**config.mk**
```make
export PLATFORM = sky130hd
export DESIGN_NAME = snps_peak_track
export DESIGN_NICKNAME = d
export VERILOG_FILES = /design/src/rtl/snps_pkg.sv /design/src/rtl/snps_peak_track.sv
export SDC_FILE = /design/constraint.sdc
export NUM_CORES = 1
export LEC_CHECK = 0
export BUFFER_PORTS_ARGS = -buffer_cell sky130_fd_sc_hd__clkbuf_2
export CORE_ASPECT_RATIO = 1.4
export CORE_MARGIN = 5
export CORE_UTILIZATION = 59
export CTS_CLUSTER_DIAMETER = 40
export DETAILED_ROUTE_END_ITERATION = 10
export PLACE_DENSITY = 0.81
export SYNTH_ARGS = -nofsm -noshare
export SYNTH_HDL_FRONTEND = slang
export SYNTH_SLANG_ARGS = --single-unit
```
**constraint.sdc**
```tcl
create_clock -name aclk -period 8 [get_ports aclk]
set_input_delay 0.4 -clock aclk [delete_from_list [all_inputs] [get_ports aclk]]
set_output_delay 0.4 -clock aclk [all_outputs]
set_load 0.005 [all_outputs]
```
**src/rtl/snps_pkg.sv**
```systemverilog
// ----------------------------------------------------------------------------
// Sliding Nyquist peak search package
// Shared widths, constants and payload types for the sliding Nyquist-bin
// peak search block.
// ----------------------------------------------------------------------------
package snps_pkg;

    localparam int WINDOW_MAX = 4096;
    localparam int POS_W      = 24;

    localparam int SAMPLE_W = 8;
    localparam int CFG_W    = 13;
    localparam int START_W  = 24;
    localparam int MAG_W    = 20;

    localparam int ADDR_W = (WINDOW_MAX > 1) ? $clog2(WINDOW_MAX) : 1;
    localparam int LEN_W  = $clog2(WINDOW_MAX + 1);
    localparam int SUM_W  = SAMPLE_W + ADDR_W + 1;
    localparam int ABS_W  = (SUM_W > MAG_W) ? SUM_W : MAG_W + 1;

    localparam logic [CFG_W-1:0] LEN_RESET = CFG_W'(4096);

    typedef struct packed {
        logic signed [SAMPLE_W-1:0] sample;
        logic                       last;
    } in_t;

    typedef struct packed {
        logic               found;
        logic [START_W-1:0] best_start;
        logic [MAG_W-1:0]   best_magnitude;
    } out_t;

    typedef struct packed {
        logic                       en;
        logic [ADDR_W-1:0]          wr_addr;
        logic signed [SAMPLE_W-1:0] wr_data;
        logic [ADDR_W-1:0]          rd_addr;
    } mem_req_t;

    typedef struct packed {
        logic signed [SAMPLE_W-1:0] sample;
        logic                       last;
        logic                       drop;
        logic                       found;
        logic                       odd;
        logic                       old_odd;
        logic [POS_W-1:0]           start;
    } stage_t;

endpackage

```
**src/rtl/snps_peak_track.sv**
```systemverilog
// ----------------------------------------------------------------------------
// Peak tracker
// Updates the alternating window sum, keeps the largest magnitude and its
// start, and holds the result register.
// ----------------------------------------------------------------------------
module snps_peak_track
    import snps_pkg::*;
(
    input  logic                       aclk,
    input  logic                       aresetn,
    input  logic                       clear,
    input  logic                       advance,
    input  stage_t                     stage,
    input  logic signed [SAMPLE_W-1:0] old_sample,
    input  logic                       m_ready,
    output logic                       out_free,
    output logic                       m_valid,
    output out_t                       m_data
);

    localparam logic [ABS_W-1:0] MAG_LIMIT = {{(ABS_W - MAG_W){1'b0}}, {MAG_W{1'b1}}};

    logic signed [SUM_W-1:0] sum_reg, sum_next;
    logic [ABS_W-1:0]        peak_mag_reg, peak_mag_next;
    logic [POS_W-1:0]        peak_start_reg, peak_start_next;
    logic                    m_valid_reg, m_valid_next;
    out_t                    m_data_reg, m_data_next;

    logic signed [SUM_W-1:0] new_ext, old_ext, new_w, old_w, sum_upd;
    logic [ABS_W-1:0]        mag;
    logic [ABS_W-1:0]        best_mag;
    logic [POS_W-1:0]        best_start;

    always_comb begin
        new_ext = {{(SUM_W - SAMPLE_W){stage.sample[SAMPLE_W-1]}}, stage.sample};
        old_ext = {{(SUM_W - SAMPLE_W){old_sample[SAMPLE_W-1]}}, old_sample};
        new_w   = stage.odd ? -new_ext : new_ext;
        if (stage.drop) begin
            old_w = stage.old_odd ? -old_ext : old_ext;
        end else begin
            old_w = '0;
        end
        sum_upd = sum_reg - old_w + new_w;
        mag     = ABS_W'(sum_upd[SUM_W-1] ? -sum_upd : sum_upd);

        best_mag   = peak_mag_reg;
        best_start = peak_start_reg;
        if (stage.found && (mag > peak_mag_reg)) begin
            best_mag   = mag;
            best_start = stage.start;
        end

        out_free = !m_valid_reg || m_ready;

        sum_next        = sum_reg;
        peak_mag_next   = peak_mag_reg;
        peak_start_next = peak_start_reg;
        if (clear) begin
            sum_next        = '0;
            peak_mag_next   = '0;
            peak_start_next = '0;
        end else if (advance) begin
            if (stage.last) begin
                sum_next        = '0;
                peak_mag_next   = '0;
                peak_start_next = '0;
            end else begin
                sum_next        = sum_upd;
                peak_mag_next   = best_mag;
                peak_start_next = best_start;
            end
        end

        m_valid_next = m_valid_reg;
        m_data_next  = m_data_reg;
        if (advance && stage.last) begin
            m_valid_next = 1'b1;
            if (stage.found) begin
                m_data_next.found          = 1'b1;
                m_data_next.best_start     = START_W'(best_start);
                m_data_next.best_magnitude = (best_mag > MAG_LIMIT) ? {MAG_W{1'b1}}
                                                                    : MAG_W'(best_mag);
            end else begin
                m_data_next.found          = 1'b0;
                m_data_next.best_start     = '0;
                m_data_next.best_magnitude = '0;
            end
        end else if (m_ready) begin
            m_valid_next = 1'b0;
        end
    end

    always_ff @(posedge aclk) begin
        if (!aresetn) begin
            sum_reg        <= '0;
            peak_mag_reg   <= '0;
            peak_start_reg <= '0;
            m_valid_reg    <= 1'b0;
        end else begin
            sum_reg        <= sum_next;
            peak_mag_reg   <= peak_mag_next;
            peak_start_reg <= peak_start_next;
            m_valid_reg    <= m_valid_next;
        end
    end

    always_ff @(posedge aclk) begin
        m_data_reg <= m_data_next;
    end

    assign m_valid = m_valid_reg;
    assign m_data  = m_data_reg;

    // A finished run always presents its result on the next cycle.
    assert property (@(posedge aclk) disable iff (!aresetn)
        advance && stage.last |=> m_valid_reg)
        else $error("finished run produced no result");

    // A run without a full window reports zero start and magnitude.
    assert property (@(posedge aclk) disable iff (!aresetn)
        m_valid_reg && !m_data_reg.found
            |-> m_data_reg.best_start == '0 && m_data_reg.best_magnitude == '0)
        else $error("short run reported a nonzero peak");

endmodule

```
### Word level (Yosys, flattened, before mapping)

Cells that the tools add are included.

| word-level totals | value |
|---|---|
| register bits | 112 |
| bits of input ports | 50 |

| operators by class | value |
|---|---|
| add/subtract/negate cells | 5 |
| $lt $le $gt $ge | 2 |
| mux-type cells | 13 |
| bitwise operators | 1 |
| reduce and logical (&&, ||, !) cells | 6 |

Operators by type and width:

| kind | count |
|---|---|
| two-way mux 21 bit | 7 |
| two-way mux 24 bit | 2 |
| two-way mux 45 bit | 1 |
| negator 8 -> 21 bit | 2 |
| adder 21 bit | 1 |
| > comparator 21 x 20 -> 1 bit (second input constant) | 1 |
| > comparator 21 bit | 1 |
| negator 21 bit | 1 |
| subtractor 21 bit | 1 |
| two-way mux 20 bit | 1 |
| logical AND 1 bit | 2 |
| two-way mux 1 bit | 2 |
| nonzero test 2 bit | 1 |
| OR reduction 2 bit | 1 |
| logical NOT 1 bit | 1 |
| logical OR 1 bit | 1 |
| NOT 1 bit | 1 |

### Logic depth before layout (Yosys ltp)

| depth | value |
|---|---|
| depth in word-level cells | 13 |
| gate-level depth with buffers | 32 |
| gate-level depth less buffers | 28 |

### Worst setup path before layout

OpenSTA, ideal clock, no wires.

| timing | value |
|---|---|
| path kind | input to register |
| start | in old_sample[5] |
| end | reg m_data_reg, in the netlist m_data[27] (data pin) |
| library setup time | 0.266 ns |
| arrival | 6.687 ns |
| data required time | 7.734 ns |
| path slack | 1.047 ns |
| stages | 27 |
| buffers on the path | 4 |
| cell sequence | nor4_1 -> nand2_1 -> or3_1 -> ha_1 -> a21oi_1 -> fa_1 -> inv_1 -> ha_1 -> clkbuf_1 -> nand2_1 -> o21ai_0 -> a41oi_1 -> xnor2_1 -> or3_1 -> or2_1 -> clkbuf_1 -> and3_1 -> or2_2 -> ha_1 -> nand4_1 -> nor4_1 -> o21ai_0 -> a31oi_1 -> clkbuf_1 -> clkbuf_1 -> mux2i_1 -> nor2_1 |

| on the way | value |
|---|---|
| longest elaborated chain between the ends | 10 |

Ends and longest elaborated chain:

| item | line | source |
|---|---|---|
| from (decl) | snps_peak_track.sv:14 | `input logic signed [SAMPLE_W-1:0] old_sample,` |
| negator 8 -> 21 bit | snps_peak_track.sv:39 | `old_w = stage.old_odd ? -old_ext : old_ext;` |
| two-way mux 21 bit (*) | snps_peak_track.sv:39 |  |
| two-way mux 21 bit (*) | snps_peak_track.sv:38 | `if (stage.drop) begin` |
| subtractor 21 bit (*) | snps_peak_track.sv:43 | `sum_upd = sum_reg - old_w + new_w;` |
| adder 21 bit (*) | snps_peak_track.sv:43 |  |
| negator 21 bit | snps_peak_track.sv:44 | `mag = ABS_W'(sum_upd[SUM_W-1] ? -sum_upd : sum_upd);` |
| two-way mux 21 bit (*) | snps_peak_track.sv:44 |  |
| > comparator 21 bit (*) | snps_peak_track.sv:48 | `if (stage.found && (mag > peak_mag_reg)) begin` |
| logical AND 1 bit (*) | snps_peak_track.sv:48 |  |
| two-way mux 24 bit (*) | snps_peak_track.sv:48 |  |
| to (signal assigned) | snps_peak_track.sv:108 | `m_data_reg <= m_data_next;` |
| to (decl) | snps_peak_track.sv:27 | `out_t m_data_reg, m_data_next;` |

Mark *: on every way between the ends. The rest lies on a longest branch, timed or not.
A chain may end at the register's enable or synchronous reset.

### Worst setup path in the final report

| timing | value |
|---|---|
| start | in old_sample[3] |
| end | reg m_data_reg, in the netlist m_data[18] (data pin) |

| on the way | value |
|---|---|
| longest elaborated chain between the ends | 12 |

Ends and longest elaborated chain:

| item | line | source |
|---|---|---|
| negator 8 -> 21 bit | snps_peak_track.sv:39 |  |
| two-way mux 21 bit (*) | snps_peak_track.sv:39 |  |
| two-way mux 21 bit (*) | snps_peak_track.sv:38 |  |
| subtractor 21 bit (*) | snps_peak_track.sv:43 |  |
| adder 21 bit (*) | snps_peak_track.sv:43 |  |
| negator 21 bit | snps_peak_track.sv:44 |  |
| two-way mux 21 bit (*) | snps_peak_track.sv:44 |  |
| > comparator 21 bit | snps_peak_track.sv:48 |  |
| logical AND 1 bit | snps_peak_track.sv:48 |  |
| two-way mux 21 bit (*) | snps_peak_track.sv:48 |  |
| > comparator 21 x 20 -> 1 bit | snps_peak_track.sv:81 | `m_data_next.best_magnitude = (best_mag > MAG_LIMIT) ? {MAG_W{1'b1}}` |
| two-way mux 20 bit (*) | snps_peak_track.sv:81 |  |

Marks and branches as above.

==> metrics.md <==
| Metric | Value |
|---|---|
| Category of the worst setup path capture point | `register` |
| Post-layout instance count excluding filler cells | `1168` |
| Number of placed I/O pins | `97` |
| Number of max-slew violations in the final report | `0` |
| Post-synthesis sequential element count | `112` |
| Chip Height | `146 µm` |
| Global-route wire length before repair | `31.4 mm` |
| Number of setup violations in the final report | `0` |
| # port buffers | `96` |
| Setup CP Type | `primary input to register` |
| Setup slack of the worst register-to-register path | `1.58 ns` |
| Count of routing violations after the opening detailed-route iteration | `371` |
| Hold-critical path depth | `3` |
| Setup TNS Final | `0 ns` |
| Layout cells sized above 1 | `approximately 16%` |
| Share of the yosys chip area belonging to registers | `34.3%` |
| Via count of the first global-routing pass | `6707` |
| Critical path data arrival time | `7.37 ns` |
| Core Footprint | `around 0.013 mm²` |
| Count of yosys warnings during synthesis | `0` |
| HPWL after detailed placement | `14.9 mm` |
| Pwr Density | `344 mW/mm²` |
| Number of distinct standard cells referenced by the synthesized netlist | `74` |
| CP max FO | `24` |
| Final Cycle Share | `90.9%` |
| Cell count after placement | `1152` |
| Overflow after GRT | `0` |
| Sinks on Clock Net | `112` |
| Wire per inst | `around 16 µm` |
| Post-route cell area | `0.00883 mm²` |
| Post-route antenna net violation count | `0` |
| Layout Skew | `0.00929 ns` |
| Post-synth EDFFs | `45` |
| Cell area after technology mapping | `0.00785 mm²` |
| Antenna violations before repair | `0` |
| Bufs on Longest Clock Path | `2` |
| Net Count, Synth | `1018` |
| Average footprint of a synthesized cell | `between 8 and 9 µm²` |
| Std cell rows | `50` |
| Required arrival time at the worst endpoint | `just over 8 ns` |
| Leak | `0.00366 µW` |
| Die area | `0.0157 mm²` |
| Number of flip-flops under the largest register name | `45` |
| Pin count of the biggest net entering global routing | `53` |
| Outcome | `finished clean` |
| RSZ-0062 raised after global routing | `no` |
| Buffer cell driving the clock tree root | `clkbuf_16` |
| Initial standard-cell utilization of the core | `59.4%` |
| Leading register cell type out of synthesis | `dfxtp_1` |
| Slew at the pin with the worst max-slew slack | `1.21 ns` |
| Reg2reg path depth | `22` |
| Cts bufs inserted | `9` |
| Max-capacitance violation count | `0` |
| Detailed-routing iteration count for the pre-antenna-repair pass | `5` |
| Total via count in the routed design | `6843` |
| Final total power | `3040 µW` |
| Tightest slew margin relative to the limit | `about a fifth` |
| Antenna fix cells | `0` |
| Minimum clock period after layout | `7.27 ns` |
| Mean number of vias per cell | `5.86` |
| Final layout net count | `1100` |
| Layout-stage area growth over the synthesis result | `12.6%` |
| GPL Wtd Cong | `0.929` |
| Clock tree from TritonCTS | `done` |
| Maximum vdd ir drop | `between 200 and 250 µV` |
| WL final | `~19 mm` |
| Worst Hold Class | `primary input to register` |
| Max Freq | `137 MHz` |
| Post-Synthesis Cells | `899` |
| CP Launch Type | `primary input` |
| Reg clk slew, reported paths | `0.08 ns` |
| Die X | `roughly 110 µm` |
| Number of hold violations in the final report | `0` |
| DRC violations left | `0` |
| Core occupancy in the finished layout | `66.9%` |
| Setup bufs post-CTS | `0` |
| Level count of the clock H-tree | `3` |
| Skew-Pair Late Insertion Delay | `0.35 ns` |
| Post-detailed-placement cell area | `0.00854 mm²` |
| Total routing usage reported by global routing | `24.3%` |
| Async SR Flop Fraction | `0%` |
| Number of inserted filler cells in the final layout | `1112` |
placed cells by master, fill, tap and decap left out, types with 9 or more instances in the layout:
cell type	instances
nor2_1	100
a22oi_1	42
clkbuf_16	9
ha_1	49
buf_4	15
a21oi_1	61
nor4_1	9
o21ai_0	39
fa_1	20
nand3_1	10
a21boi_0	10
mux2i_1	30
and3_1	9
o31ai_1	9
xor2_1	15
inv_1	101
nor3_1	17
and2_1	11
edfxtp_1	45
nand2_1	51
nor2b_1	9
clkbuf_2	96
xnor2_1	20
dfxtp_1	67
metal layers:
metal | wire length [µm] | global-route usage, % | vias to the layer above
met5 | 0 | 0 | -
met1 | 7580 | 28.2 | 3225
met4 | 711 | 11.0 | 0
met2 | 9840 | 44.0 | 210
li1 | - | - | 3356
met3 | 895 | 3.05 | 52
power by group:
group          internal [µW]  switching, µW  leakage, µW  total, µW
logic                    756           1130      0.00253       1890
registers                691           24.8     0.000989        715
clock network            224            208     0.000138        432
logic make-up (layout without fill, tap and decap cells):
| group | Yosys count | count (layout) | share of synthesized area, % |
|---|---|---|---|
| simple gates | 269 | 269 | 16.8 |
| compound gates | 237 | 237 | 20.5 |
| buf+inv | 142 | 229 | 6.86 |
| flops | 112 | 112 | 34.3 |
| fa+ha+maj | 69 | 69 | 12.9 |
| xor+xnor | 37 | 37 | 4.32 |
| mux | 33 | 33 | 4.26 |
worst paths after layout:
| kind | to | start |
|---|---|---|
| max | m_data[18]$_SDFFCE_PN0P_ | old_sample[3] |
| min | peak_start_reg[17]$_SDFFE_PP0P_ | stage[17] |
| max reg2reg | m_data[18]$_SDFFCE_PN0P_ | sum_reg[9]$_SDFFE_PP0P_ |
| min reg2reg | peak_mag_reg[15]$_SDFFE_PP0P_ | peak_mag_reg[15]$_SDFFE_PP0P_ |
layout make-up:
class / instances / area, µm² / area share (%)
clock inverter: 6 / 53.8 / 0.609
clock buffer: 10 / 239 / 2.71
inverter: 102 / 383 / 4.33
tap: 182 / 228 / 2.58
timing repair buffer: 111 / 593 / 6.71
sequential: 112 / 2690 / 30.5
multi-input combinational: 645 / 4640 / 52.6
cell usage after synthesis, types with 7 or more instances:
| cell | count | area [µm²] |
|---|---|---|
| nor4_1 | 9 | 56.3 |
| ha_1 | 49 | 613 |
| o21ai_0 | 39 | 195 |
| a22oi_1 | 42 | 315 |
| o31ai_1 | 9 | 67.6 |
| fa_1 | 20 | 400 |
| a21o_1 | 7 | 52.6 |
| xnor2_1 | 20 | 175 |
| xor2_1 | 15 | 131 |
| inv_1 | 102 | 383 |
| edfxtp_1 | 45 | 1350 |
| or3_1 | 8 | 50.1 |
| a22o_1 | 8 | 70.1 |
| dfxtp_1 | 67 | 1340 |
| a21oi_1 | 61 | 305 |
| nor3_1 | 17 | 85.1 |
| nor2_1 | 101 | 379 |
| nand2_1 | 51 | 191 |
| and3_1 | 9 | 56.3 |
| mux2i_1 | 30 | 300 |
| nor2b_1 | 9 | 56.3 |
| clkbuf_1 | 36 | 135 |
| a21boi_0 | 10 | 75.1 |
| nand2b_1 | 8 | 50.1 |
| and2_1 | 11 | 68.8 |
| a211oi_1 | 7 | 52.6 |
| or2_2 | 7 | 43.8 |
| nand3_1 | 10 | 50.1 |
critical path, cell delays in order:
cell and delay, ns:
clkbuf_2 0.13, nor4_1 0.43, nand2_1 0.12, or3_1 0.32
ha_1 0.28, a21oi_1 0.08, fa_1 0.52, inv_1 0.04
ha_1 0.25, a211oi_1 0.30, o211ai_1 0.19, a221o_1 0.42
o2111ai_1 0.30, a31oi_2 0.15, nor2_1 0.59, a21oi_1 0.16
or2_2 0.33, ha_1 0.31, nand4_1 0.12, nor4_1 0.34
a31oi_1 0.14, o21ai_0 0.38, a31o_2 0.49, nor4_1 0.12
mux2i_1 0.16, and3_1 0.20, a21oi_1 0.07
per-stage QoR:
stage / worst slack, ns / hold slack, ns
finish: 0.726 / 0.307
detailed placement: 0.230 / 0.442
CTS: 0.597 / 0.305
floorplan: 1.05 / 0.425
global placement: 0.413 / 0.435
global route: 0.135 / 0.316
what timing repair did:
item                                   4_1_cts  5_1_grt
endpoints found under the hold margin        0        0
setup endpoints to repair                    0       22
gates resized for setup                      0        1
hold buffers                                 0        0
Note: power is estimated with default switching activity, not from simulation.
