## src/rtl/snps_pkg.sv

```systemverilog
// ----------------------------------------------------------------------------
// Sliding Nyquist peak search package
// Shared widths, constants and payload types for the sliding Nyquist-bin
// peak search block.
// ----------------------------------------------------------------------------
package snps_pkg;

    localparam int WINDOW_MAX = 4096;
    localparam int POS_W      = 24;

    localparam int SAMPLE_W = 8;
    localparam int CFG_W    = 13;
    localparam int START_W  = 24;
    localparam int MAG_W    = 20;

    localparam int ADDR_W = (WINDOW_MAX > 1) ? $clog2(WINDOW_MAX) : 1;
    localparam int LEN_W  = $clog2(WINDOW_MAX + 1);
    localparam int SUM_W  = SAMPLE_W + ADDR_W + 1;
    localparam int ABS_W  = (SUM_W > MAG_W) ? SUM_W : MAG_W + 1;

    localparam logic [CFG_W-1:0] LEN_RESET = CFG_W'(4096);

    typedef struct packed {
        logic signed [SAMPLE_W-1:0] sample;
        logic                       last;
    } in_t;

    typedef struct packed {
        logic               found;
        logic [START_W-1:0] best_start;
        logic [MAG_W-1:0]   best_magnitude;
    } out_t;

    typedef struct packed {
        logic                       en;
        logic [ADDR_W-1:0]          wr_addr;
        logic signed [SAMPLE_W-1:0] wr_data;
        logic [ADDR_W-1:0]          rd_addr;
    } mem_req_t;

    typedef struct packed {
        logic signed [SAMPLE_W-1:0] sample;
        logic                       last;
        logic                       drop;
        logic                       found;
        logic                       odd;
        logic                       old_odd;
        logic [POS_W-1:0]           start;
    } stage_t;

endpackage

```

## src/rtl/snps_window_ctrl.sv

```systemverilog
// ----------------------------------------------------------------------------
// Window control
// Holds the window length, write pointer, fill count and position, drives
// the delay line and registers each request into the update stage.
// ----------------------------------------------------------------------------
module snps_window_ctrl
    import snps_pkg::*;
(
    input  logic             aclk,
    input  logic             aresetn,
    input  logic             cfg_wr_en,
    input  logic [CFG_W-1:0] cfg_wr_data,
    input  logic             accept,
    input  in_t              in_data,
    input  logic             advance,
    output mem_req_t         mem_req,
    output logic             stage_valid,
    output stage_t           stage
);

    logic [CFG_W-1:0]  cfg_len_reg, cfg_len_next;
    logic [ADDR_W-1:0] ptr_reg, ptr_next;
    logic [LEN_W-1:0]  fill_reg, fill_next;
    logic [POS_W-1:0]  pos_reg, pos_next;
    logic              stage_valid_reg, stage_valid_next;
    stage_t            stage_reg, stage_next;

    logic [LEN_W-1:0]  len;
    logic [LEN_W-1:0]  fill_inc;
    logic [LEN_W-1:0]  ptr_ext;
    logic [ADDR_W-1:0] ptr_inc;
    logic [ADDR_W-1:0] rd_addr;

    always_comb begin
        if (cfg_len_reg == '0) begin
            len = LEN_W'(1);
        end else if (cfg_len_reg > WINDOW_MAX) begin
            len = LEN_W'(WINDOW_MAX);
        end else begin
            len = LEN_W'(cfg_len_reg);
        end

        fill_inc = (fill_reg == LEN_W'(WINDOW_MAX)) ? fill_reg : fill_reg + 1'b1;
        ptr_inc  = (ptr_reg == ADDR_W'(WINDOW_MAX - 1)) ? '0 : ptr_reg + 1'b1;
        ptr_ext  = LEN_W'(ptr_reg);
        if (ptr_ext >= len) begin
            rd_addr = ADDR_W'(ptr_ext - len);
        end else begin
            rd_addr = ADDR_W'(ptr_ext + LEN_W'(WINDOW_MAX) - len);
        end

        mem_req.en      = accept;
        mem_req.wr_addr = ptr_reg;
        mem_req.wr_data = in_data.sample;
        mem_req.rd_addr = rd_addr;

        cfg_len_next = cfg_len_reg;
        ptr_next     = ptr_reg;
        fill_next    = fill_reg;
        pos_next     = pos_reg;
        if (cfg_wr_en) begin
            cfg_len_next = cfg_wr_data;
            ptr_next     = '0;
            fill_next    = '0;
            pos_next     = '0;
        end else if (accept) begin
            if (in_data.last) begin
                ptr_next  = '0;
                fill_next = '0;
                pos_next  = '0;
            end else begin
                ptr_next  = ptr_inc;
                fill_next = fill_inc;
                pos_next  = pos_reg + 1'b1;
            end
        end

        if (accept) begin
            stage_valid_next = 1'b1;
        end else if (advance) begin
            stage_valid_next = 1'b0;
        end else begin
            stage_valid_next = stage_valid_reg;
        end

        stage_next = stage_reg;
        if (accept) begin
            stage_next.sample  = in_data.sample;
            stage_next.last    = in_data.last;
            stage_next.drop    = (fill_reg >= len);
            stage_next.found   = (fill_inc >= len);
            stage_next.odd     = pos_reg[0];
            stage_next.old_odd = pos_reg[0] ^ len[0];
            stage_next.start   = pos_reg + 1'b1 - POS_W'(len);
        end
    end

    always_ff @(posedge aclk) begin
        if (!aresetn) begin
            cfg_len_reg     <= LEN_RESET;
            ptr_reg         <= '0;
            fill_reg        <= '0;
            pos_reg         <= '0;
            stage_valid_reg <= 1'b0;
        end else begin
            cfg_len_reg     <= cfg_len_next;
            ptr_reg         <= ptr_next;
            fill_reg        <= fill_next;
            pos_reg         <= pos_next;
            stage_valid_reg <= stage_valid_next;
        end
    end

    always_ff @(posedge aclk) begin
        stage_reg <= stage_next;
    end

    assign stage_valid = stage_valid_reg;
    assign stage       = stage_reg;

    // The fill count never passes the delay line depth.
    assert property (@(posedge aclk) disable iff (!aresetn)
        fill_reg <= LEN_W'(WINDOW_MAX))
        else $error("fill count exceeds delay line depth");

    // Until the delay line has wrapped, the write pointer tracks the fill count.
    assert property (@(posedge aclk) disable iff (!aresetn)
        fill_reg < LEN_W'(WINDOW_MAX) |-> ptr_reg == ADDR_W'(fill_reg))
        else $error("write pointer out of step with fill count");

endmodule

```

## config.mk

```make
export PLATFORM = sky130hd
export DESIGN_NAME = snps_window_ctrl
export DESIGN_NICKNAME = d
export VERILOG_FILES = /design/src/rtl/snps_pkg.sv /design/src/rtl/snps_window_ctrl.sv
export SDC_FILE = /design/constraint.sdc
export NUM_CORES = 1
export LEC_CHECK = 0
export BUFFER_PORTS_ARGS = -buffer_cell sky130_fd_sc_hd__buf_2
export CAP_MARGIN = 20
export CORE_ASPECT_RATIO = 0.75
export CORE_MARGIN = 2
export CORE_UTILIZATION = 59
export CTS_BUF_LIST = sky130_fd_sc_hd__clkbuf_4
export CTS_CLUSTER_DIAMETER = 100
export CTS_CLUSTER_SIZE = 28
export DETAILED_ROUTE_END_ITERATION = 8
export GPL_TIMING_DRIVEN = 0
export PLACE_DENSITY = 0.82
export REMOVE_ABC_BUFFERS = 1
export SYNTH_ARGS = -nofsm -noshare
export SYNTH_HDL_FRONTEND = slang
export SYNTH_SLANG_ARGS = --single-unit
```

## constraint.sdc

```tcl
create_clock -name aclk -period 4.3 [get_ports aclk]
set_input_delay 0.86 -clock aclk [delete_from_list [all_inputs] [get_ports aclk]]
set_output_delay 0.86 -clock aclk [all_outputs]
set_load 0.01 [all_outputs]
```

## Word-level counts from Yosys, hierarchy flattened

Cells that the tools add are included.

- Logic and storage cells: 40
- Register bits: 100

- Reduce and logical (&&, ||, !) cells: 3
- Muxes and demuxes: 10
- Magnitude comparators: 4
- Add/sub/neg operators: 7
- Equal/unequal tests: 2
- Bitwise operators: 2

Operators with widths:

| operator | number |
|---|---|
| $mux 13 | 4 |
| $mux 12 | 3 |
| $ge 13x13->1 | 2 |
| $add 12x1->12 const B | 2 |
| $add 24x1->24 const B | 1 |
| $mux 24 | 1 |
| $sub 12x12->12 | 2 |
| $sub 24x13->24 | 1 |
| $add 13x1->13 const B | 1 |
| $eq 13x13->1 const B | 1 |
| $ge 12x13->1 | 1 |
| $gt 13x13->1 const B | 1 |
| $logic_not 13->1 | 1 |
| $eq 12x12->1 const B | 1 |
| $mux 1 | 2 |
| $reduce_bool 2->1 | 1 |
| $reduce_or 2->1 | 1 |
| $not 1->1 | 1 |
| $xor 1x1->1 | 1 |

## Depth between registers and ports, before layout

Gate-level depths: netlist of run 1.

- Depth in word-level cells: 5
- Depth in mapped cells: 15
- Mapped depth without buffers: 15

## Least setup slack after synthesis of run 1

No wires, ideal clock.

- Path type: register to output
- Start point: register cfg_len_reg[12]
- End point: output mem_req[10] (netlist bit)
- Arrival time: 2.596 ns
- Slack: 0.844 ns
- Required time: 3.440 ns
- Cell stages (with the launch flop): 13
- Path through: dfxtp_1 > inv_1 > clkbuf_1 > nand2_1 > inv_1 > fa_1 > nor2b_1 > o21ai_0 > a21boi_0 > o21ai_0 > a21oi_1 > o21ai_0 > o311ai_0

RTL lines:

| item | line | text |
|---|---|---|
| start: declaration | snps_window_ctrl.sv:21 | `logic [CFG_W-1:0] cfg_len_reg, cfg_len_next;` |
| start signal: assignment | snps_window_ctrl.sv:106 | `cfg_len_reg <= cfg_len_next;` |
| end: declaration | snps_window_ctrl.sv:16 | `output mem_req_t mem_req,` |

==> summary.txt, run 1 <==
Clocking
  • CTS buffer count: 9
  • Clk root buf: clkbuf_4
  • H-Tree Depth: 3
  • Clock transition at path regs: 0.15 ns
  • CTS Buffer Depth: 2
  • TritonCTS clock tree: yes
  • Post-cts hold buffer count: 0
  • CTS sink count: 100
  • Clk_lat worst skew: approximately 0.47 ns

Yosys
  • Syn avg cell area: 8.990 um^2
  • Synth Instances: between 700 and 800
  • Post-synth EDFFs: 37
  • Post-Synthesis Cell Area: 6401 um^2
  • Cell variety after synth: 64
  • Ys async rst share: 0%
  • Post-synthesis sequential area ratio: 37.06%
  • Ys Warns: 0
  • Primary FF master, synth: dfxtp_1
  • Synthesized flop and latch total: 100

Critical path
  • CP Launch Type: flop
  • Crit-path max FO: 3
  • Setup crit start: cfg_len_reg[6]$_SDFFE_PN0P_
  • Reg2reg start: cfg_len_reg[6]$_SDFFE_PN0P_
  • R2R depth: 14
  • CP Data Required Time: 3.44 ns
  • CP Class: flop to primary output
  • CP Capture Type: primary output
  • WP data arrival: 3.27 ns

Layout
  • Ant. Diodes: 0
  • Filler-free cell count of the finished design: 924
  • Post-Layout Inst Area: 7017 um^2
  • Layout Nets: 864
  • Layout Area Growth over Synthesis: 9.617%
  • Filler instances: 840
  • Largest register FFs: 37
  • Layout cells sized above 1: 17.77%

Die
  • Ports: 98
  • Die span in x: 124.3 um
  • Core area: about 10000 um^2
  • Num rows: 32
  • Die area: 11710 um^2
  • Die H: between 90 and 100 um
  • Initial Utilization: 61.49%

Global routing
  • Largest net degree at the start of global routing: 50
  • Tot GR Track Use: 27.03%
  • Initial antenna violation count: 0
  • Global-route wire length before repair: 25490 um
  • Remaining Overflow, GRT: 0
  • Vias in the first global route: 5209

Worst hold path
  • Hold path depth: 2
  • Hold WC Path Type: flop to flop
  • Worst hold path startpoint: stage_valid$_SDFFE_PN0P_

Timing
  • Final Setup Violations: 0
  • Fin crit share: 96.04%
  • Setup tns final: 0 ns
  • Clk_skew: 0.01277 ns
  • RSZ-0062 raised after global routing: no
  • Tmin final: 4.130 ns
  • Slew Viols, Final: 0
  • Hold slack: 0.4915 ns
  • Hold Fails Final Rpt: 0
  • Fmax: ~240 MHz
  • Worst rel slew slack: 32.39%
  • Worst-Margin Slew: 1.014 ns

Route
  • Avg Vias per Cell: 5.948
  • DR vias: 5496
  • DRT antenna net count: 0
  • Wire length per cell: 16.85 um
  • Post-route DRC violation count: 0
  • Drt pass-1 iters: 5
  • 1st-iter DRT viols: around 510
  • Final WL: between 15000 and 20000 um

Pwr
  • Pwr per Cell Area: 255.4 nW/um^2
  • Peak supply drop: between 0.1 and 0.15 mV
  • Leakage: approximately 3 nW

Placement
  • Placed wire-length estimate: between 10000 and 15000 um
  • Placed Area: 6885 um^2
  • Routability cong.: 0.8940
  • Port bufs: 97
  • Inst Count DP: 906

Status
  • Status: finished clean

Flow run
  • Max Cap Viol: 0
kinds of logic (layout without fill, tap and decap cells):
| logic type | after synthesis | count (layout) | share of synthesized area (%) |
|---|---|---|---|
| simple gates | 256 | 256 | 19.98 |
| compound gates | 142 | 142 | 14.33 |
| flops | 100 | 100 | 37.06 |
| xor+xnor | 76 | 76 | 10.63 |
| buf+inv | 69 | 145 | 4.847 |
| fa+ha+maj | 56 | 56 | 11.12 |
| mux | 13 | 13 | 2.033 |
power breakdown:
part           switching (W)  internal, W  leakage, nW
combinational       0.000184     0.000132         2.07
clock               0.000314     0.000119       0.0549
sequential         0.0000157      0.00103        0.861
area by class of cell:
class	instances	area (um^2)	area share, %
Clock inverter	6	31.28	0.4458
Clock buffer	10	75.07	1.070
Timing Repair Buffer	101	531.8	7.578
Sequential cell	100	2374	33.83
Multi-Input combinational cell	543	3726	53.10
Tap cell	136	170.2	2.425
Inverter	28	108.9	1.551
cells in the mapped netlist (all sizes together) (3+ instances only):
library cell | instances | area share [%]
a31oi | 5 | 0.49
and3 | 11 | 1.1
dfxtp | 63 | 20
nand2 | 57 | 3.4
xnor2 | 49 | 6.8
o21bai | 3 | 0.35
buf | 14 | 1.6
nor3 | 17 | 1.6
a21o | 13 | 1.5
xor2 | 27 | 3.8
nand2b | 6 | 0.59
or3 | 6 | 0.59
o21a | 5 | 0.59
and2 | 4 | 0.39
o21ai | 37 | 3.0
a21oi | 37 | 3.0
nor4 | 8 | 0.78
mux2i | 13 | 2.0
a22oi | 21 | 2.5
edfxtp | 37 | 17
nand4 | 10 | 0.98
nor2b | 24 | 2.3
clkbuf | 27 | 1.6
inv | 28 | 1.6
and4 | 9 | 1.3
o31a | 3 | 0.41
nand3 | 20 | 1.6
ha | 52 | 10
nor2 | 77 | 4.5
through the flow:
step | worst slack [ns] | util, % | total power [W]
finish | 0.1703 | 67.40 | 0.001792
global placement | 0.2192 | 65.82 | 0.001355
floorplan | 0.8933 | - | 0.001244
detailed placement | 0.3019 | 66.14 | 0.001372
global route | 0.001326 | 67.40 | 0.001866
CTS | 0.05224 | 67.28 | 0.001796
layout by cell type (no fill, tap or decap), drive strengths merged, types with 6 or more instances in the layout:
cell	count
a21o	13
a21oi	37
a22oi	21
and3	11
and4	9
buf	101
clkbuf	10
dfxtp	63
edfxtp	37
ha	52
inv	27
mux2i	13
nand2	57
nand2b	6
nand3	20
nand4	10
nor2	77
nor2b	24
nor3	17
nor4	8
o21ai	37
or3	6
xnor2	49
xor2	27
routing by layer:
metal | share of wire [%] | track usage (%) | vias up
li1 | - | - | 2652
met1 | 45 | 35.14 | 2592
met2 | 45 | 43.94 | 211
met3 | 7.3 | 6.264 | 41
met4 | 2.7 | 10.86 | 0
met5 | 0 | 0 | -
final timing paths:
| check | endpoint | slack [ns] |
|---|---|---|
| max | mem_req[10] | 0.17 |
| min | stage_valid$_SDFFE_PN0P_ | 0.49 |
| max reg2reg | stage[20]$_DFFE_PP_ | 0.60 |
| min reg2reg | stage_valid$_SDFFE_PN0P_ | 0.49 |
worst max-delay path: stages, from the launching register on:
cell      delay [ns]
dfxtp_1         0.39
nor4_1          0.07
a31oi_1         0.21
nor2_2          0.08
ha_1            0.22
fa_1            0.41
nor2b_1         0.16
o21ai_1         0.11
a21boi_1        0.22
o21ai_1         0.11
a21oi_1         0.21
o21ai_1         0.14
o311ai_1        0.28
buf_2           0.19
what timing repair did:
| action | CTS | global route |
|---|---|---|
| setup endpoints to repair | 1 | 2 |
| endpoints found under the hold margin | 0 | 0 |
| pin swaps | 1 | 0 |
| resized for setup | 4 | 5 |
| buffers inserted | 1 | 1 |
Power figures use the tool's default switching activity.
==> run 2, diff against run 1 <==
- RECOVER_POWER: default -> 25
==> run 2 against run 1 <==
Combinational power barely moved. Die area did not move. Flip-flop and latch count did not move. Critical path type unchanged.
==> summary.txt, run 2 (same netlist as run 1, synthesis figures left out) <==
Clocking
  • CTS Buffer Depth: 2 (unchanged)
  • CTS buffer count: 9 (unchanged)
  • Clk_lat worst skew: 0.47 ns (about the same)
  • Clock transition at path regs: 0.15 ns (about the same)
  • TritonCTS clock tree: yes
  • CTS sink count: 100 (unchanged)
  • Clk root buf: clkbuf_4
  • H-Tree Depth: 3 (unchanged)

Critical path
  • R2R setup slack: 0.59 ns (about the same)
  • R2R depth: 14 (unchanged)
  • CP Launch Type: flop
  • CP Capture Type: primary output
  • CP Data Required Time: 3.44 ns (about the same)
  • Crit-path max cell delay: 0.41 ns (about the same)
  • WP data arrival: 3.26 ns (about the same)
  • Most frequent CP cell: o21ai_1
  • Critical-path top delay cell: fa_1
  • Crit-path max FO: 3 (unchanged)
  • CP Class: flop to primary output
  • Reg2reg start: cfg_len_reg[6]$_SDFFE_PN0P_
  • Reg-to-Reg End: stage[20]$_DFFE_PP_
  • Critical path, cell by cell: nor4_1, a31oi_1, nor2_2, ha_1, fa_1, nor2b_1, o21ai_1, a21boi_1, o21ai_1, a21oi_1, o21ai_1, o311ai_1, buf_2

Global routing
  • Largest net degree at the start of global routing: 50 (unchanged)
  • Vias in the first global route: 5209 (unchanged)
  • Initial antenna violation count: 0 (unchanged)
  • Remaining Overflow, GRT: 0 (unchanged)
  • Tot GR Track Use: 27.03% (unchanged)
  • Global-route wire length before repair: 25490 um (unchanged)

Route
  • 1st-iter DRT viols: 492 (-4.1%)
  • Wire length per cell: 16.83 um (-0.10%)
  • DR vias: 5500 (+0.073%)
  • Drt pass-1 iters: 6 (+1)
  • Post-route DRC violation count: 0 (unchanged)
  • DRT antenna net count: 0 (unchanged)
  • Avg Vias per Cell: 5.952 (about the same)
  • Final WL: 15550 um (-0.10%)

Worst hold path
  • Hold path depth: 2 (unchanged)
  • Hold WC Path Type: flop to flop
  • Worst hold path startpoint: stage_valid$_SDFFE_PN0P_
  • Min-Delay Endpoint: stage_valid$_SDFFE_PN0P_

Layout
  • Layout Nets: 864 (unchanged)
  • Most common cell after layout, fill and taps aside: buf_2
  • Filler-free cell count of the finished design: 924 (unchanged)
  • Multi-input logic area: 3726 um^2 (unchanged)
  • Layout cells sized above 1: 17.01% (-0.76 points)
  • Highest-count cells in the layout ignoring fill and taps: buf_2 (91), nor2_1 (76), dfxtp_1 (62)
  • Ant. Diodes: 0 (unchanged)
  • Layout Area Growth over Synthesis: 9.500%
  • Filler instances: 839 (-0.12%)
  • Sequential Area: 2374 um^2 (unchanged)
  • Largest register FFs: 37 (unchanged)

Die
  • Ports: 98 (unchanged)
  • Die area: 11710 um^2 (unchanged)
  • Die H: 94.21 um (unchanged)
  • Num rows: 32 (unchanged)
  • Die span in x: 124.3 um (unchanged)
  • Initial Utilization: 61.49% (unchanged)
  • Core area: 10410 um^2 (unchanged)

Status
  • Status: finished clean

Timing
  • Tmin final: 4.122 ns (-0.007557 ns)
  • Final Setup Violations: 0 (unchanged)
  • PnR worst setup slack: 0.1778 ns (+0.007557 ns)
  • Setup tns final: 0 ns (unchanged)
  • Worst-Margin Slew: 1.149 ns (+0.1346 ns)
  • Fin crit share: 95.86% (-0.18 points)
  • RSZ-0062 raised after global routing: no
  • Slew Viols, Final: 0 (unchanged)
  • Worst rel slew slack: 23.42% (-9.0 points)
  • Clk_skew: 0.01277 ns (+0.000004200 ns)
  • Fmax: 242.6 MHz (+0.18%)
  • Hold Fails Final Rpt: 0 (unchanged)

Pwr
  • Reg power frac: 58.2% (about the same)
  • Sw power: 0.0005131 W (-0.22%)
  • Pwr per Cell Area: 255.4 nW/um^2 (about the same)
  • Clock network power share: 24.1% (about the same)
  • Net Sw Frac: 28.66% (-0.038 points)
  • Peak supply drop: 0.1130 mV (-0.15%)
  • Leakage: 2.969 nW (-0.55%)
  • Combinational share of power: 17.6% (about the same)
  • Pint: 0.001277 W (about the same)

Placement
  • Port bufs: 97 (unchanged)
  • Pre-CTS WS: 0.3019 ns (unchanged)
  • Placed wire-length estimate: 11460 um (unchanged)
  • Routability cong.: 0.8940 (unchanged)
  • Inst Count DP: 906 (unchanged)

Flow run
  • Max Cap Viol: 0 (unchanged)
-- run 2: cell count changes in the layout (fill, tap and decap cells not counted) --
cell      change
buf_2         -6
clkbuf_1      +6
-- run 2: layout make-up --
class	count	share of cell area, %
Clock inverter	6	0.4463
Sequential cell	100	33.86
Clock buffer	10	1.071
Multi-Input combinational cell	543	53.16
Inverter	28	1.553
Timing Repair Buffer	101	7.479
Tap cell	136	2.428
-- run 2: repair_timing --
action,4_1_cts,5_1_grt
cloned,0,0
pin swaps,1,0
hold endpoints to repair,0,0
gates resized for setup,4,5
setup buffers,1,1
endpoints found under the setup margin,1,2
hold buffers,0,0
-- run 2: power by group through the flow --
| stage | sequential, W | clock (W) | combinational, W |
|---|---|---|---|
| floorplan | 0.00108 | 0 | 0.000165 |
| global placement | 0.00106 | 0 | 0.000293 |
| detailed placement | 0.00106 | 0 | 0.000309 |
| CTS | 0.00104 | 0.000441 | 0.000312 |
| global route | 0.00105 | 0.000474 | 0.000343 |
| finish | 0.00104 | 0.000432 | 0.000315 |
-- run 2: through the flow --
step	power (W)	utilization, %	cell area (um^2)	hold WS (ns)
2_1_floorplan	0.001244	-	6196	0.4651
3_3_place_gp	0.001355	65.82	6852	0.4659
3_5_place_dp	0.001372	66.14	6885	0.4774
4_1_cts	0.001796	67.28	7004	0.4966
5_1_grt	0.001865	67.33	7009	0.5490
6_report	0.001790	67.33	7009	0.4915
-- run 2: layer usage --
metal,GRT usage (%),up-vias,routed length [um]
met5,0,-,0
met4,10.86,0,401
met3,6.264,39,1192
met2,43.94,222,7080
met1,35.14,2590,6875
li1,-,2649,-
-- run 2: critical path, delay by kind of cell, from the launching register on --
kind	cells	cell delay (ns)
compound gates	7	1.27
fa+ha+maj	2	0.63
buf+inv	1	0.19
flops	1	0.39
simple gates	3	0.31
-- run 2: worst max path at each step --
stage | from | to | slack [ns] | cells after the start
after floorplan | cfg_len_reg[9]$_SDFFE_PN0P_ | mem_req[10] | 0.89 | 12
after global placement | accept | fill_reg[10]$_SDFFE_PP0P_ | 0.22 | 5
after detailed placement | cfg_len_reg[1]$_SDFFE_PN0P_ | mem_req[10] | 0.30 | 14
after CTS | cfg_len_reg[9]$_SDFFE_PN0P_ | mem_req[10] | 0.05 | 13
after global routing | cfg_len_reg[6]$_SDFFE_PN0P_ | mem_req[10] | 0.001 | 13
final | cfg_len_reg[6]$_SDFFE_PN0P_ | mem_req[10] | 0.18 | 13
==> run 3, diff against run 2 <==
- CORE_UTILIZATION: 59 -> 55
- PLACE_DENSITY: 0.82 -> 0.78
- clock period: 4.3 -> 4.04 ns (I/O delays scaled with it)
==> run 3 against run 2 <==
The flow now finishes with violations (max-capacitance violations, max-slew violations). First-iteration DRC count up 4.5%. Worst setup slack worse by 0.11 ns. Routed wire length down 1.6%. Non-clock buffer count up 1. Via count down 1.0%. Final area up 1.2%. Combinational power up 9.2%. Flip-flop and latch count unchanged. Count of clock-buffer cells in the layout down 1. Worst hold slack better by 0.015 ns. Critical endpoint unchanged. Largest cell class unchanged. Highest routed layer unchanged.
==> summary.txt, run 3 (same netlist as run 1, synthesis figures left out) <==
Status
  • Status: finished, violations left
  • Failing checks: max-capacitance violations, max-slew violations

Die
  • Num rows: 34 (+6.3%)
  • Die area: 12530 um^2 (+7.0%)
  • Ports: 98 (unchanged)
  • Die H: 97.43 um (+3.4%)
  • Initial Utilization: 55.73% (-5.8 points)
  • Die span in x: 128.6 um (+3.5%)
  • Core area: 11490 um^2 (+10%)

Critical path
  • R2R depth: 14 (unchanged)
  • Critical Path Stages: 14 (+1)
  • CP Data Required Time: 3.23 ns (-0.21 ns)
  • Critical path, cell by cell: nor4_1, a31oi_1, nor2_2, ha_2, fa_2, nor2b_1, o21ai_1, a21boi_1, o21ai_2, a21oi_2, o21ai_2, nand3_1, o311ai_2, buf_2
  • Most frequent CP cell: o21ai_2
  • CP Class: flop to primary output
  • Crit-path max cell delay: 0.36 ns (-0.05 ns)
  • Top cell family by delay on the critical path: compound AO/OA/AOI/OAI gates
  • Crit-path max FO: 3 (unchanged)
  • CP Capture Type: primary output
  • WP data arrival: 3.16 ns (-0.10 ns)
  • Critical-path top delay cell: dfxtp_2
  • CP Launch Type: flop
  • Buf/Inv on CP: 1 (unchanged)
  • R2R setup slack: 0.39 ns (-0.20 ns)

Layout
  • Ant. Diodes: 0 (unchanged)
  • Most common cell after layout, fill and taps aside: buf_2
  • Layout cells sized above 1: 19.90% (+2.9 points)
  • Layout Nets: 865 (+0.12%)
  • Post-Layout Inst Area: 7093 um^2 (+1.2%)
  • Layout Area Growth over Synthesis: 10.81%
  • Highest-count cells in the layout ignoring fill and taps: buf_2 (93), nor2_1 (76), nand2_1 (55)
  • Filler-free cell count of the finished design: 933 (+0.97%)
  • Largest register FFs: 37 (unchanged)

Clocking
  • CTS Buffer Depth: 2 (unchanged)
  • CTS buffer count: 9 (unchanged)
  • Post-cts hold buffer count: 0 (unchanged)
  • CTS sink count: 100 (unchanged)
  • TritonCTS clock tree: yes
  • Clk_lat worst skew: 0.49 ns (+0.02 ns)
  • Clock transition at path regs: 0.15 ns (about the same)
  • H-Tree Depth: 3 (unchanged)
  • Clk root buf: clkbuf_4

Timing
  • Hold Fails Final Rpt: 0 (unchanged)
  • Slew Viols, Final: 34 (+34)
  • Clk_skew: 0.02045 ns (+0.007677 ns)
  • Setup tns final: 0 ns (unchanged)
  • Fin crit share: 98.29%
  • Worst-Margin Slew: 1.697 ns (+0.5482 ns)
  • Tmin final: 3.971 ns
  • Worst rel slew slack: -13.13% (-37 points)
  • PnR worst setup slack: 0.06910 ns (-0.1087 ns)
  • Final Setup Violations: 0 (unchanged)
  • Fmax: 251.8 MHz

Route
  • Post-route DRC violation count: 0 (unchanged)
  • Wire length per cell: 16.40 um (-2.6%)
  • DRT antenna net count: 0 (unchanged)
  • Avg Vias per Cell: 5.836 (-2.0%)
  • 1st-iter DRT viols: 514 (+4.5%)
  • DR vias: 5445 (-1.0%)
  • Drt pass-1 iters: 5 (-1)
  • Final WL: 15300 um (-1.6%)

Global routing
  • Tot GR Track Use: 24.43% (-2.6 points)
  • Global-route wire length before repair: 24490 um (-3.9%)
  • Initial antenna violation count: 0 (unchanged)
  • Remaining Overflow, GRT: 0 (unchanged)
  • Vias in the first global route: 5078 (-2.5%)
  • Largest net degree at the start of global routing: 41 (-18%)

Pwr
  • Leakage: 2.989 nW (+0.66%)
  • Power Total: 0.001950 W (+8.9%)
  • Peak supply drop: 0.1581 mV (+40%)
  • Pwr per Cell Area: 274.9 nW/um^2 (+7.6%)

Placement
  • Routability cong.: 0.8835 (-1.2%)
  • Placed wire-length estimate: 10950 um (-4.4%)
  • Port bufs: 97 (unchanged)
  • Placed Area: 6892 um^2 (about the same)
  • Pre-CTS WS: 0.1020 ns (-0.1999 ns)
  • Inst Count DP: 914 (+0.88%)

Flow run
  • Max Cap Viol: 1 (+1)

Worst hold path
  • Hold path depth: 1 (-1)
  • Hold WC Path Type: primary input to flop
run 3: cell types whose count changed in the layout (fill, tap and decap cells not counted), sizes merged:
cell,before,now
buf,95,99
clkbuf,16,12
clkinv,4,3
clkinvlp,3,4
inv,27,28
run 3: layout make-up:
type	count	area (um^2)
repair buffers	102	530.5
clock buffers	9	67.56
inverters	28	108.9
fillers	991	4393
multi-input cells	543	3770
clock inverters	7	52.55
well taps	144	180.2
flip-flops and latches	100	2384
run 3: path summary, 6_finish.rpt:
path | startpoint | endpoint
worst max-delay path | cfg_len_reg[1]$_SDFFE_PN0P_ | mem_req[10]
worst max register to register | cfg_len_reg[9]$_SDFFE_PN0P_ | stage[20]$_DFFE_PP_
worst min-delay path | in_data[8] | stage[36]$_DFFE_PP_
worst min register to register | pos_reg[21]$_SDFFE_PP0P_ | pos_reg[21]$_SDFFE_PP0P_
run 3: layer usage:
layer,track usage (%),vias to the layer above,wire (um)
li1,-,2647,-
met1,33.76,2591,7017
met2,38.38,176,7063
met3,4.350,31,845
met4,9.114,0,374
met5,0,-,0
run 3: report_power, final:
| group | switching (W) | leakage (nW) | internal, W |
|---|---|---|---|
| Combinational | 0.000200 | 2.07 | 0.000144 |
| Sequential | 0.0000167 | 0.863 | 0.00109 |
| Clock | 0.000366 | 0.0562 | 0.000128 |
| Total | 0.000583 | 2.99 | 0.00137 |
run 3: worst reg2reg max path, delay by kind of cell, from the launching register on:
family                     cells  cell delay, ns
and+or+nand+nor                3            0.33
DFF                            1            0.39
buffers and inverters          1            0.17
xor gates and xnor gates       1            0.17
adders and majority gates      2            0.63
AOI/OAI and AO/OA              7            1.72
run 3: metrics by stage:
step / util (%) / hold slack [ns]
finish: 61.75 / 0.5070
global route: 61.75 / 0.4889
CTS: 61.45 / 0.4872
detailed placement: 60.00 / 0.4885
global placement: 59.74 / 0.4798
floorplan: - / 0.4651
run 3: what timing repair did:
| item | in CTS | in global routing |
|---|---|---|
| gates resized for setup | 15 | 13 |
| cloned | 0 | 0 |
| endpoints found under the setup margin | 4 | 3 |
| buffers inserted | 3 | 0 |
| pin swaps | 5 | 3 |
